==> config.mk <==
export PLATFORM = sky130hd
export DESIGN_NAME = dte_queue
export DESIGN_NICKNAME = d
export VERILOG_FILES = /design/src/hdl/dictionary_token_expander_unit_defines.svh /design/src/hdl/dte_pkg.sv /design/src/hdl/dte_queue.sv
export SDC_FILE = /design/constraint.sdc
export NUM_CORES = 1
export LEC_CHECK = 0
export ABC_AREA = 0
export BUFFER_PORTS_ARGS = -buffer_cell sky130_fd_sc_hd__buf_2
export CAP_MARGIN = 20
export CORE_MARGIN = 8
export CORE_UTILIZATION = 30
export CTS_CLUSTER_SIZE = 25
export DETAILED_ROUTE_END_ITERATION = 7
export SLEW_MARGIN = 0
export SYNTH_ARGS = -nofsm -noshare
export SYNTH_HDL_FRONTEND = slang
export SYNTH_SLANG_ARGS = --single-unit
==> constraint.sdc <==
create_clock -name clk -period 2.1 [get_ports clk]
set_clock_uncertainty 0.1 [all_clocks]
set_input_delay 0.42 -clock clk [delete_from_list [all_inputs] [get_ports clk]]
set_output_delay 0.42 -clock clk [all_outputs]
set_load 0.01 [all_outputs]
==> src/hdl/dictionary_token_expander_unit_defines.svh <==
// Assertion macros shared by the dictionary token expander RTL.
// Included by the top level; depends on nothing else.
`ifndef DICTIONARY_TOKEN_EXPANDER_UNIT_DEFINES_SVH
`define DICTIONARY_TOKEN_EXPANDER_UNIT_DEFINES_SVH

// Same-cycle implication, disabled during reset.
`define DTE_ASSERT_IMPLY(label, clk, rst, ante, cons) \
  label: assert property (@(posedge clk) disable iff (rst) (ante) |-> (cons)) \
    else $error("dte: same-cycle check failed");

// Next-cycle implication, disabled during reset.
`define DTE_ASSERT_NEXT(label, clk, rst, ante, cons) \
  label: assert property (@(posedge clk) disable iff (rst) (ante) |=> (cons)) \
    else $error("dte: next-cycle check failed");

`endif

==> src/hdl/dte_pkg.sv <==
// Shared types and constants for the dictionary token expander.
// No dependencies.
package dte_pkg;

  localparam int MAX_TOKEN_LEN_DEF = 32;
  localparam int MAX_TOKENS_DEF    = 254;
  localparam int QUEUE_DEPTH       = 2;

  localparam logic [7:0] TOKEN_COUNT_RESET = 8'd254;
  localparam logic [7:0] ESC_BYTE          = 8'hFF;

  localparam logic OP_LOAD   = 1'b0;
  localparam logic OP_DECODE = 1'b1;

  // Commands passed from front to back
  localparam logic [1:0] CMD_LOAD  = 2'd0;
  localparam logic [1:0] CMD_LIT   = 2'd1;
  localparam logic [1:0] CMD_ERR   = 2'd2;
  localparam logic [1:0] CMD_TOKEN = 2'd3;

  typedef struct packed {
    logic [1:0] kind;
    logic [7:0] data;   // literal byte, load character, or token index
    logic [7:0] idx;    // load slot
    logic [4:0] pos;    // load position
    logic       tend;   // load sets length
  } cmd_t;

  typedef struct packed {
    logic full;
    logic empty;
  } q_stat_t;

endpackage

==> src/hdl/dte_queue.sv <==
// Short command queue between front and back ends.
// Depends on dte_pkg.
module dte_queue #(
  parameter int DEPTH = dte_pkg::QUEUE_DEPTH
) (
  input  logic             clk,
  input  logic             rst,
  input  logic             push,
  input  dte_pkg::cmd_t    push_cmd,
  input  logic             pop,
  output dte_pkg::cmd_t    head_cmd,
  output dte_pkg::q_stat_t q_stat
);
  import dte_pkg::*;

  localparam int PW = (DEPTH > 1) ? $clog2(DEPTH) : 1;
  localparam int CW = $clog2(DEPTH + 1);

  cmd_t          entries [DEPTH];
  logic [PW-1:0] wr_ptr;
  logic [PW-1:0] rd_ptr;
  logic [CW-1:0] count;

  assign head_cmd     = entries[rd_ptr];
  assign q_stat.full  = (count == CW'(DEPTH));
  assign q_stat.empty = (count == '0);

  always_ff @(posedge clk) begin
    if (push) begin
      entries[wr_ptr] <= push_cmd;
    end
  end

  always_ff @(posedge clk) begin
    if (rst) begin
      wr_ptr <= '0;
      rd_ptr <= '0;
      count  <= '0;
    end else begin
      if (push) begin
        wr_ptr <= (wr_ptr == PW'(DEPTH - 1)) ? '0 : wr_ptr + 1'b1;
      end
      if (pop) begin
        rd_ptr <= (rd_ptr == PW'(DEPTH - 1)) ? '0 : rd_ptr + 1'b1;
      end
      if (push && !pop) begin
        count <= count + 1'b1;
      end else if (pop && !push) begin
        count <= count - 1'b1;
      end
    end
  end

endmodule

==> qor.yml <==
outcome:
  status: "completed"
setup_path:
  arrival_ns: 1.36
  worst_setup_path_start_kind: "register"
  reg2reg_depth: 2
  critical_path_buf_inv_count: 2
  r2r-start: "wr_ptr"
  worstSetupEndpointType: "primary output"
  critPathRequiredTime_ns: 1.58
  r2r-end: "entries[1][0]"
  cp_top_family: "flip-flops"
  cpPeakStageDelay_ns: 0.37
  cpMaxStageDelayCell: "dfxtp_1"
  rrSetupSlack_ns: 0.81
  cp_max_fo: 24
  path_class: "register to primary output"
  crit_chain: "buf_12 -> mux2_2 -> buf_2"
global_routing:
  grt_use_total_pct: 8.158
  antenna_found_initial: 0
  first_global_vias: 1180
  grt_overflow: 0
  grt_max_degree: 25
  grt_pass1_wl_microns: 5609
layout:
  final_common_cell: "buf_2"
  final_cell_mix: "buf_2 (53), edfxtp_1 (48), mux2_2 (24)"
  drive_above_1_share_pct: 56.96
  num_antenna_cells: 0
  seq_area_sq_um: 1541
  final_core_util_pct: 38.90
  fillCellCount: 619
  area_growth_pct: 26.65
  multi_input_area_sq_um: 376.6
  nNetsFinal: 186
clock_tree:
  insertion_delay_ns: 0.30
  cts_htree_levels: 2
  cts_made_buffers: 5
  cts-root-buf: "clkbuf_8"
  cts_hold_buffers: 0
  cts_num_sinks: 53
  clk_path_buf_depth: 2
  path_clk_slew_ns: 0.10
  postCtsSetupBuffers: 0
  cts_tree: "built"
  cts_resized: 0
routing:
  wirelength_microns: 3618
  route.vias.total: 1012
  drtPass1Iterations: 4
  ant_nets: 0
  drc: 0
  drtIter0Drc: 45
  via_per_inst: 4.306
  wire_per_inst_microns: 15.40
power:
  power.density_nw_per_um2: 898.9
  ir_drop_v: 0.0004472
  p_leak_nw: 0.9294
synth:
  ys_ff_latch: 53
  synth_area_sq_um: 1939
  synth.avg_cell_area_sq_um: 19.99
  synth_edf_count: 48
  synthFlopType: "edfxtp_1"
  ys_types: 16
  syn-num-nets: 126
  ys.warnings.count: 0
  seq_area_frac_synth_pct: 79.48
  syn_inst: 97
  async_flop_share_pct: 0
place:
  dp_hpwl_microns: 2700
  place.gp.congestion: 0.7403
  portBuffers: 53
  dp_slack_ns: 0.5278
timing:
  setup-violations-final: 0
  maxSlewViolCount: 0
  fin_crit_ns: 1.882
  relSlewSlack_pct: 81.31
  fin_crit_sh_pct: 89.60
  grt_setup_unrepaired: "no"
  layout_setup_ws_ns: 0.2183
  hold_viol_final: 0
  tightest_slew_ns: 0.2791
  fmax_mhz: 531.4
  setup_tns_ns: 0
flow_run:
  maxCapViolations: 0
worst_hold_path:
  whs_endpoint: "entries[1][1]"
  min_from: "push_cmd[1]"
  hold_path.class: "input pin to register"
  hold_path_depth: 1
floorplan:
  die_h_microns: 96.40
  rows: 29
  ios: 54
  initial_utilization_pct: 30.72
  core-area_sq_um: 6314
  fp.dieW_microns: 96.40
  dieArea_sq_um: 9293
[cell usage after synthesis, types with 2 or more instances]
cell	instances	share of area [%]
buf_4	2	0.77
dfxtp_1	5	5.2
edfxtp_1	48	74
mux2_2	24	14
nor2_1	5	0.97
xnor2_1	2	0.90
xor2_1	2	0.90
[logic make-up after synthesis]
group	synth area share, %
and+or+nand+nor	2.388
DFF	79.48
buffers and inverters	1.225
xor gates and xnor gates	1.807
muxes	13.94
adders and majority gates	0.6451
AOI/OAI and AO/OA	0.5156
[layout make-up]
type / count / area share, %
well taps: 77 / 3.923
clock buffers: 5 / 2.802
clock inverters: 3 / 1.783
flip-flops and latches: 53 / 62.76
inverters: 1 / 0.1528
repair buffers: 56 / 13.25
multi-input cells: 40 / 15.33
[where the power goes]
part	switching [W]	internal, W	total [W]
Combinational	0.000141	0.000141	0.000283
Sequential	0.0000212	0.00122	0.00125
Clock	0.000322	0.000357	0.000680
Total	0.000485	0.00172	0.00221
[per-stage QoR]
step | instance area, sq um | instances | hold WS [ns] | power [W]
floorplan | 1939 | 97 | 0.3614 | 0.001424
global placement | 2344 | 227 | 0.3740 | 0.001547
detailed placement | 2344 | 227 | 0.4026 | 0.001561
CTS | 2456 | 235 | 0.1924 | 0.002245
global route | 2456 | 235 | 0.1807 | 0.002313
finish | 2456 | 235 | 0.2033 | 0.002208
[sequential cells by signal, summed over array words and instances (netlist names), named ones only]
name     count
count        2
entries     48
rd_ptr       1
wr_ptr       1
[worst max-delay path by stage]
stage                     cells past startpoint      from  slack (ns)             to
after floorplan                               1      push        0.07  entries[0][0]
final                                         3  register        0.22    head_cmd[8]
after global placement                        3  register        0.55    head_cmd[3]
after global routing                          3  register        0.15    head_cmd[8]
after CTS                                     3  register        0.19    head_cmd[8]
after detailed placement                      4      push        0.53       count[1]
[routing by layer]
metal	global-route usage (%)	up-vias	wire length (microns)	part of all wire [%]
li1	-	487	-	-
met1	7.950	488	1220	34
met2	14.70	31	2048	57
met3	3.864	6	301	8.3
met4	3.026	0	47	1.3
met5	0	-	0	0
(Power assumes the default switching activity.)
