===== config.mk =====
export PLATFORM = sky130hd
export DESIGN_NAME = dte_front
export DESIGN_NICKNAME = d
export VERILOG_FILES = /design/src/hdl/dictionary_token_expander_unit_defines.svh /design/src/hdl/dte_pkg.sv /design/src/hdl/dte_front.sv
export SDC_FILE = /design/constraint.sdc
export NUM_CORES = 1
export LEC_CHECK = 0
export BUFFER_PORTS_ARGS = -buffer_cell sky130_fd_sc_hd__buf_4
export CAP_MARGIN = 25
export CORE_MARGIN = 2
export CORE_UTILIZATION = 42
export CTS_BUF_LIST = sky130_fd_sc_hd__clkbuf_8 sky130_fd_sc_hd__clkbuf_16
export DETAILED_ROUTE_END_ITERATION = 10
export PLACE_DENSITY_LB_ADDON = 0.15
export SYNTH_ARGS = -nofsm -noshare
export SYNTH_HDL_FRONTEND = slang
export SYNTH_SLANG_ARGS = --single-unit

===== constraint.sdc =====
create_clock -name clk -period 3.25 [get_ports clk]
set_clock_uncertainty 0.2 [all_clocks]
set_input_delay 0.4875 -clock clk [delete_from_list [all_inputs] [get_ports clk]]
set_output_delay 0.4875 -clock clk [all_outputs]
set_load 0.005 [all_outputs]

===== src/hdl/dictionary_token_expander_unit_defines.svh =====
// Assertion macros shared by the dictionary token expander RTL.
// Included by the top level; depends on nothing else.
`ifndef DICTIONARY_TOKEN_EXPANDER_UNIT_DEFINES_SVH
`define DICTIONARY_TOKEN_EXPANDER_UNIT_DEFINES_SVH

// Same-cycle implication, disabled during reset.
`define DTE_ASSERT_IMPLY(label, clk, rst, ante, cons) \
  label: assert property (@(posedge clk) disable iff (rst) (ante) |-> (cons)) \
    else $error("dte: same-cycle check failed");

// Next-cycle implication, disabled during reset.
`define DTE_ASSERT_NEXT(label, clk, rst, ante, cons) \
  label: assert property (@(posedge clk) disable iff (rst) (ante) |=> (cons)) \
    else $error("dte: next-cycle check failed");

`endif


===== src/hdl/dte_pkg.sv =====
// Shared types and constants for the dictionary token expander.
// No dependencies.
package dte_pkg;

  localparam int MAX_TOKEN_LEN_DEF = 32;
  localparam int MAX_TOKENS_DEF    = 254;
  localparam int QUEUE_DEPTH       = 2;

  localparam logic [7:0] TOKEN_COUNT_RESET = 8'd254;
  localparam logic [7:0] ESC_BYTE          = 8'hFF;

  localparam logic OP_LOAD   = 1'b0;
  localparam logic OP_DECODE = 1'b1;

  // Commands passed from front to back
  localparam logic [1:0] CMD_LOAD  = 2'd0;
  localparam logic [1:0] CMD_LIT   = 2'd1;
  localparam logic [1:0] CMD_ERR   = 2'd2;
  localparam logic [1:0] CMD_TOKEN = 2'd3;

  typedef struct packed {
    logic [1:0] kind;
    logic [7:0] data;   // literal byte, load character, or token index
    logic [7:0] idx;    // load slot
    logic [4:0] pos;    // load position
    logic       tend;   // load sets length
  } cmd_t;

  typedef struct packed {
    logic full;
    logic empty;
  } q_stat_t;

endpackage


===== src/hdl/dte_front.sv =====
// Front end: accepts items, tracks escape state and loaded slots, issues commands.
// Depends on dte_pkg.
module dte_front #(
  parameter int MAX_TOKEN_LEN = 32,
  parameter int MAX_TOKENS    = 254
) (
  input  logic            clk,
  input  logic            rst,
  input  logic            in_valid,
  output logic            in_stall,
  input  logic            opcode,
  input  logic [7:0]      data_byte,
  input  logic [7:0]      token_index,
  input  logic [4:0]      char_position,
  input  logic            token_end,
  input  logic            value_end,
  input  logic            cfg_wr_en,
  input  logic [7:0]      cfg_wr_data,
  input  dte_pkg::q_stat_t q_stat,
  output logic            push,
  output dte_pkg::cmd_t   push_cmd
);
  import dte_pkg::*;

  localparam int TIW = (MAX_TOKENS > 1) ? $clog2(MAX_TOKENS) : 1;

  logic                  esc_pending;
  logic                  esc_pending_next;
  logic [7:0]            token_count;
  logic [MAX_TOKENS-1:0] loaded;
  logic                  accept;
  logic                  ld_ok;
  logic                  tok_ok;

  assign in_stall = q_stat.full;
  assign accept   = in_valid && !q_stat.full;

  assign ld_ok  = (token_index < 8'(MAX_TOKENS)) &&
                  ({2'b00, char_position} < 7'(MAX_TOKEN_LEN));
  // slot validity is known here since loads pass in order
  assign tok_ok = (data_byte < token_count) && (data_byte < 8'(MAX_TOKENS)) &&
                  loaded[data_byte[TIW-1:0]];

  always_comb begin
    push_cmd.kind    = CMD_LIT;
    push_cmd.data    = data_byte;
    push_cmd.idx     = token_index;
    push_cmd.pos     = char_position;
    push_cmd.tend    = token_end;
    push             = 1'b0;
    esc_pending_next = esc_pending;
    if (accept) begin
      if (opcode == OP_LOAD) begin
        if (ld_ok) begin
          push          = 1'b1;
          push_cmd.kind = CMD_LOAD;
        end
      end else if (esc_pending) begin
        esc_pending_next = 1'b0;
        push             = 1'b1;
        if (data_byte == ESC_BYTE) begin
          push_cmd.kind = CMD_LIT;
        end else if (tok_ok) begin
          push_cmd.kind = CMD_TOKEN;
        end else begin
          push_cmd.kind = CMD_ERR;
          push_cmd.data = 8'h00;
        end
      end else if (data_byte == ESC_BYTE) begin
        if (value_end) begin
          push          = 1'b1;
          push_cmd.kind = CMD_ERR;
          push_cmd.data = 8'h00;
        end else begin
          esc_pending_next = 1'b1;
        end
      end else begin
        push = 1'b1;
      end
    end
  end

  always_ff @(posedge clk) begin
    if (rst) begin
      esc_pending <= 1'b0;
      token_count <= TOKEN_COUNT_RESET;
      loaded      <= '0;
    end else begin
      esc_pending <= esc_pending_next;
      if (cfg_wr_en) begin
        token_count <= cfg_wr_data;
      end
      if (accept && opcode == OP_LOAD && ld_ok && token_end) begin
        loaded[token_index[TIW-1:0]] <= 1'b1;
      end
    end
  end

endmodule


==> results.tsv <==
stage	metric	value	unit
worst_setup_path	critPathBufInv	3	
timing	fin_crit	3570	ps
synth	ys_async_sr_fraction	0	
placed_design	io_buffers	52	
synth	post_synth_instance_area	11000	sq um
synth	ys_seq_elements	263	
power_and_ir_drop	ir_drop	333	uV
layout	post-route-util	0.511	
clock_network	root_buffer	clkbuf_16	
timing	post-route-period-util	1.10	
die	core	25800	sq um
grt	antenna_found_initial	0	
synth	synth_cell_types	52	
synth	syn-num-nets	1243	
clock_network	clock_latency	540	ps
detailed_routing	wirelength	30700	um
grt	busiest_layer	met2	
die	start_util	0.425	
detailed_routing	drtIter0Drc	695	
layout	drive_above_1_share	0.202	
power_and_ir_drop	p_total	7.00	mW
layout	fillers	2442	
synth	ys_seq_area_frac	0.480	
detailed_routing	first_pass_iters	7	
layout	final_cell_mix	282 x nor2_1, 265 x a21oi_1, 262 x dfxtp_1	
synth	synth-edff-count	0	
clock_network	cts_tree	built	
worst_hold_path	hold_path_class	in2reg	
layout	final_common_cell	nor2_1	
clock_network	cts_max_level	1	
timing	relSlewSlack	0.511	
grt	grt_pass1_vias	8642	
timing	maxSlewViolCount	0	
detailed_routing	avgViaCountPerCell	5.46	
clock_network	clk_pin_slew	60	ps
placed_design	post-place-ws	-378	ps
worst_setup_path	arrival	2880	ps
clock_network	clock_path_buffers	3	
placed_design	gp_congestion	0.788	
placed_design	dpl.hpwl	20200	um
worst_setup_path	critPathKind	reg2out	
timing	worstMarginPinSlew	731	ps
synth	netlist_instances	1198	
timing	rsz0062_at_grt	yes	
layout	ff_latch_area	5270	sq um
worst_setup_path	cp-start-kind	register	
die	num_io_pins	64	
grt	use_met3	0.0339	
clock_network	clkSinkCount	263	
layout	diodes	0	
grt	grt_usage	0.219	
die	rows	59	
synth	syn_area_per_cell	9.16	sq um
die	die_x	166	um
die	dieArea	27400	sq um
timing	setup_violations	9	
detailed_routing	drt-wirelength-per-cell	18.8	um
worst_setup_path	crit_fanout	9	
detailed_routing	drtAntennaViolNets	0	
worst_setup_path	crit_family	compound AO/OA/AOI/OAI gates	
worst_setup_path	r2r_slack	2160	ps
timing	finalWorstSetupSlack	-316	ps
worst_setup_path	crit_required	2560	ps
worst_setup_path	cp-end-kind	output pin	
outcome	outcome	complete, but fails checks	
layout	syn_to_final_growth	20.3	%
clock_network	cts_made_buffers	28	
power_and_ir_drop	p_leak	5.13	nW
synth	synth_flop_cell	dfxtp_1	
die	die_h	166	um
layout	nets	1323	
detailed_routing	vias	8921	
grt	grt_util_met1	0.305	
worst_setup_path	path_cells	mux4_2, a22o_1, a2111oi_4, buf_4, a31oi_1, a22o_1, a32oi_4, buf_12, o22ai_1, buf_4	
outcome	violations	setup timing	
grt	grt_pass1_wl	48300	um
synth	synth_warnings	0	
detailed_routing	drc_errors	0	
grt	use_met2	0.350	
timing	finalHoldViolCount	0	
worst_setup_path	critPathMaxStageDelay	450	ps
grt	grt_max_degree	75	
power_and_ir_drop	powerDensity	530	nW/um^2
run	drv_cap	0	
layout	multiInputGateArea	5140	sq um
grt	overflow	0	
timing	fmax	280	MHz
worst_setup_path	cp_slowest_cell	mux4_2	
==> Yosys cell counts (3+ instances only) <==
cell type | n | share of area
nand2b_1 | 10 | 0.0057
o221ai_1 | 11 | 0.0088
nand3_1 | 4 | 0.0018
nor3_2 | 3 | 0.0027
nor2b_1 | 9 | 0.0051
a21oi_1 | 265 | 0.12
o21ai_0 | 3 | 0.0014
a211oi_1 | 3 | 0.0021
buf_4 | 19 | 0.013
o21ai_1 | 6 | 0.0027
a22o_1 | 4 | 0.0032
o211ai_1 | 16 | 0.011
buf_1 | 4 | 0.0014
a31oi_1 | 3 | 0.0017
a22oi_1 | 11 | 0.0075
nor4_1 | 3 | 0.0017
nor2_1 | 283 | 0.097
clkbuf_1 | 56 | 0.019
nand3b_1 | 5 | 0.0034
dfxtp_1 | 263 | 0.48
nand2_1 | 23 | 0.0079
buf_6 | 4 | 0.0041
mux2i_1 | 38 | 0.035
mux4_1 | 5 | 0.012
ha_1 | 7 | 0.0080
a21o_1 | 3 | 0.0021
buf_2 | 26 | 0.012
o21a_1 | 3 | 0.0021
o22ai_1 | 10 | 0.0057
nor3_1 | 19 | 0.0087
inv_1 | 13 | 0.0044
mux4_2 | 40 | 0.082
==> worst paths after layout <==
| path | from | cells after the start | endpoint |
|---|---|---|---|
| max | loaded[197] | 10 | push_cmd[18] |
| min | cfg_wr_en | 2 | token_count[7] |
| max reg2reg | esc_pending | 3 | esc_pending |
| min reg2reg | loaded[160] | 2 | loaded[160] |
==> cells by family after synthesis <==
group | synth area share
AO/OA/AOI/OAI | 0.182
adder cells (fa/ha/maj) | 0.00798
buffers and inverters | 0.0589
flip-flops | 0.480
multiplexers | 0.131
AND/OR/NAND/NOR | 0.141
==> sequential cells by signal (all words and copies together), names as in the netlist <==
name and cells:
loaded 254, token_count 8, esc_pending 1
==> power breakdown <==
part / internal (mW) / switching, mW
registers: 3.23 / 0.00239
logic: 0.201 / 0.294
clock network: 1.95 / 1.32
total: 5.38 / 1.61
==> stage by stage <==
stage	cells	hold slack (ps)	area (sq um)	setup TNS [ps]
3_5_place_dp	1568	249	12100	-3330
5_1_grt	1635	80.4	13200	-4060
6_report	1635	66.5	13200	-2760
2_1_floorplan	1198	228	11000	0
3_3_place_gp	1568	239	12100	-3580
4_1_cts	1628	44.7	13100	-3260
==> cell type report <==
class                      count  share of cell area
multi-input combinational    810               0.389
sequential                   263               0.399
inverter                      13             0.00369
tap                          335              0.0317
clock inverter                14             0.00957
timing repair buffer         162               0.104
clock buffer                  38              0.0635
==> metal layers <==
layer | vias to the layer above | share of wire
met5 | - | 0
met4 | 0 | 0.025
met3 | 58 | 0.048
met2 | 191 | 0.46
met1 | 4312 | 0.46
li1 | 4360 | -
==> repair_timing <==
| action | CTS | global route |
|---|---|---|
| buffers inserted | 0 | 7 |
| resized for setup | 4 | 4 |
| hold buffers | 8 | 0 |
| setup endpoints to repair | 9 | 10 |
| endpoints found under the hold margin | 8 | 0 |
(Power assumes the default switching activity.)
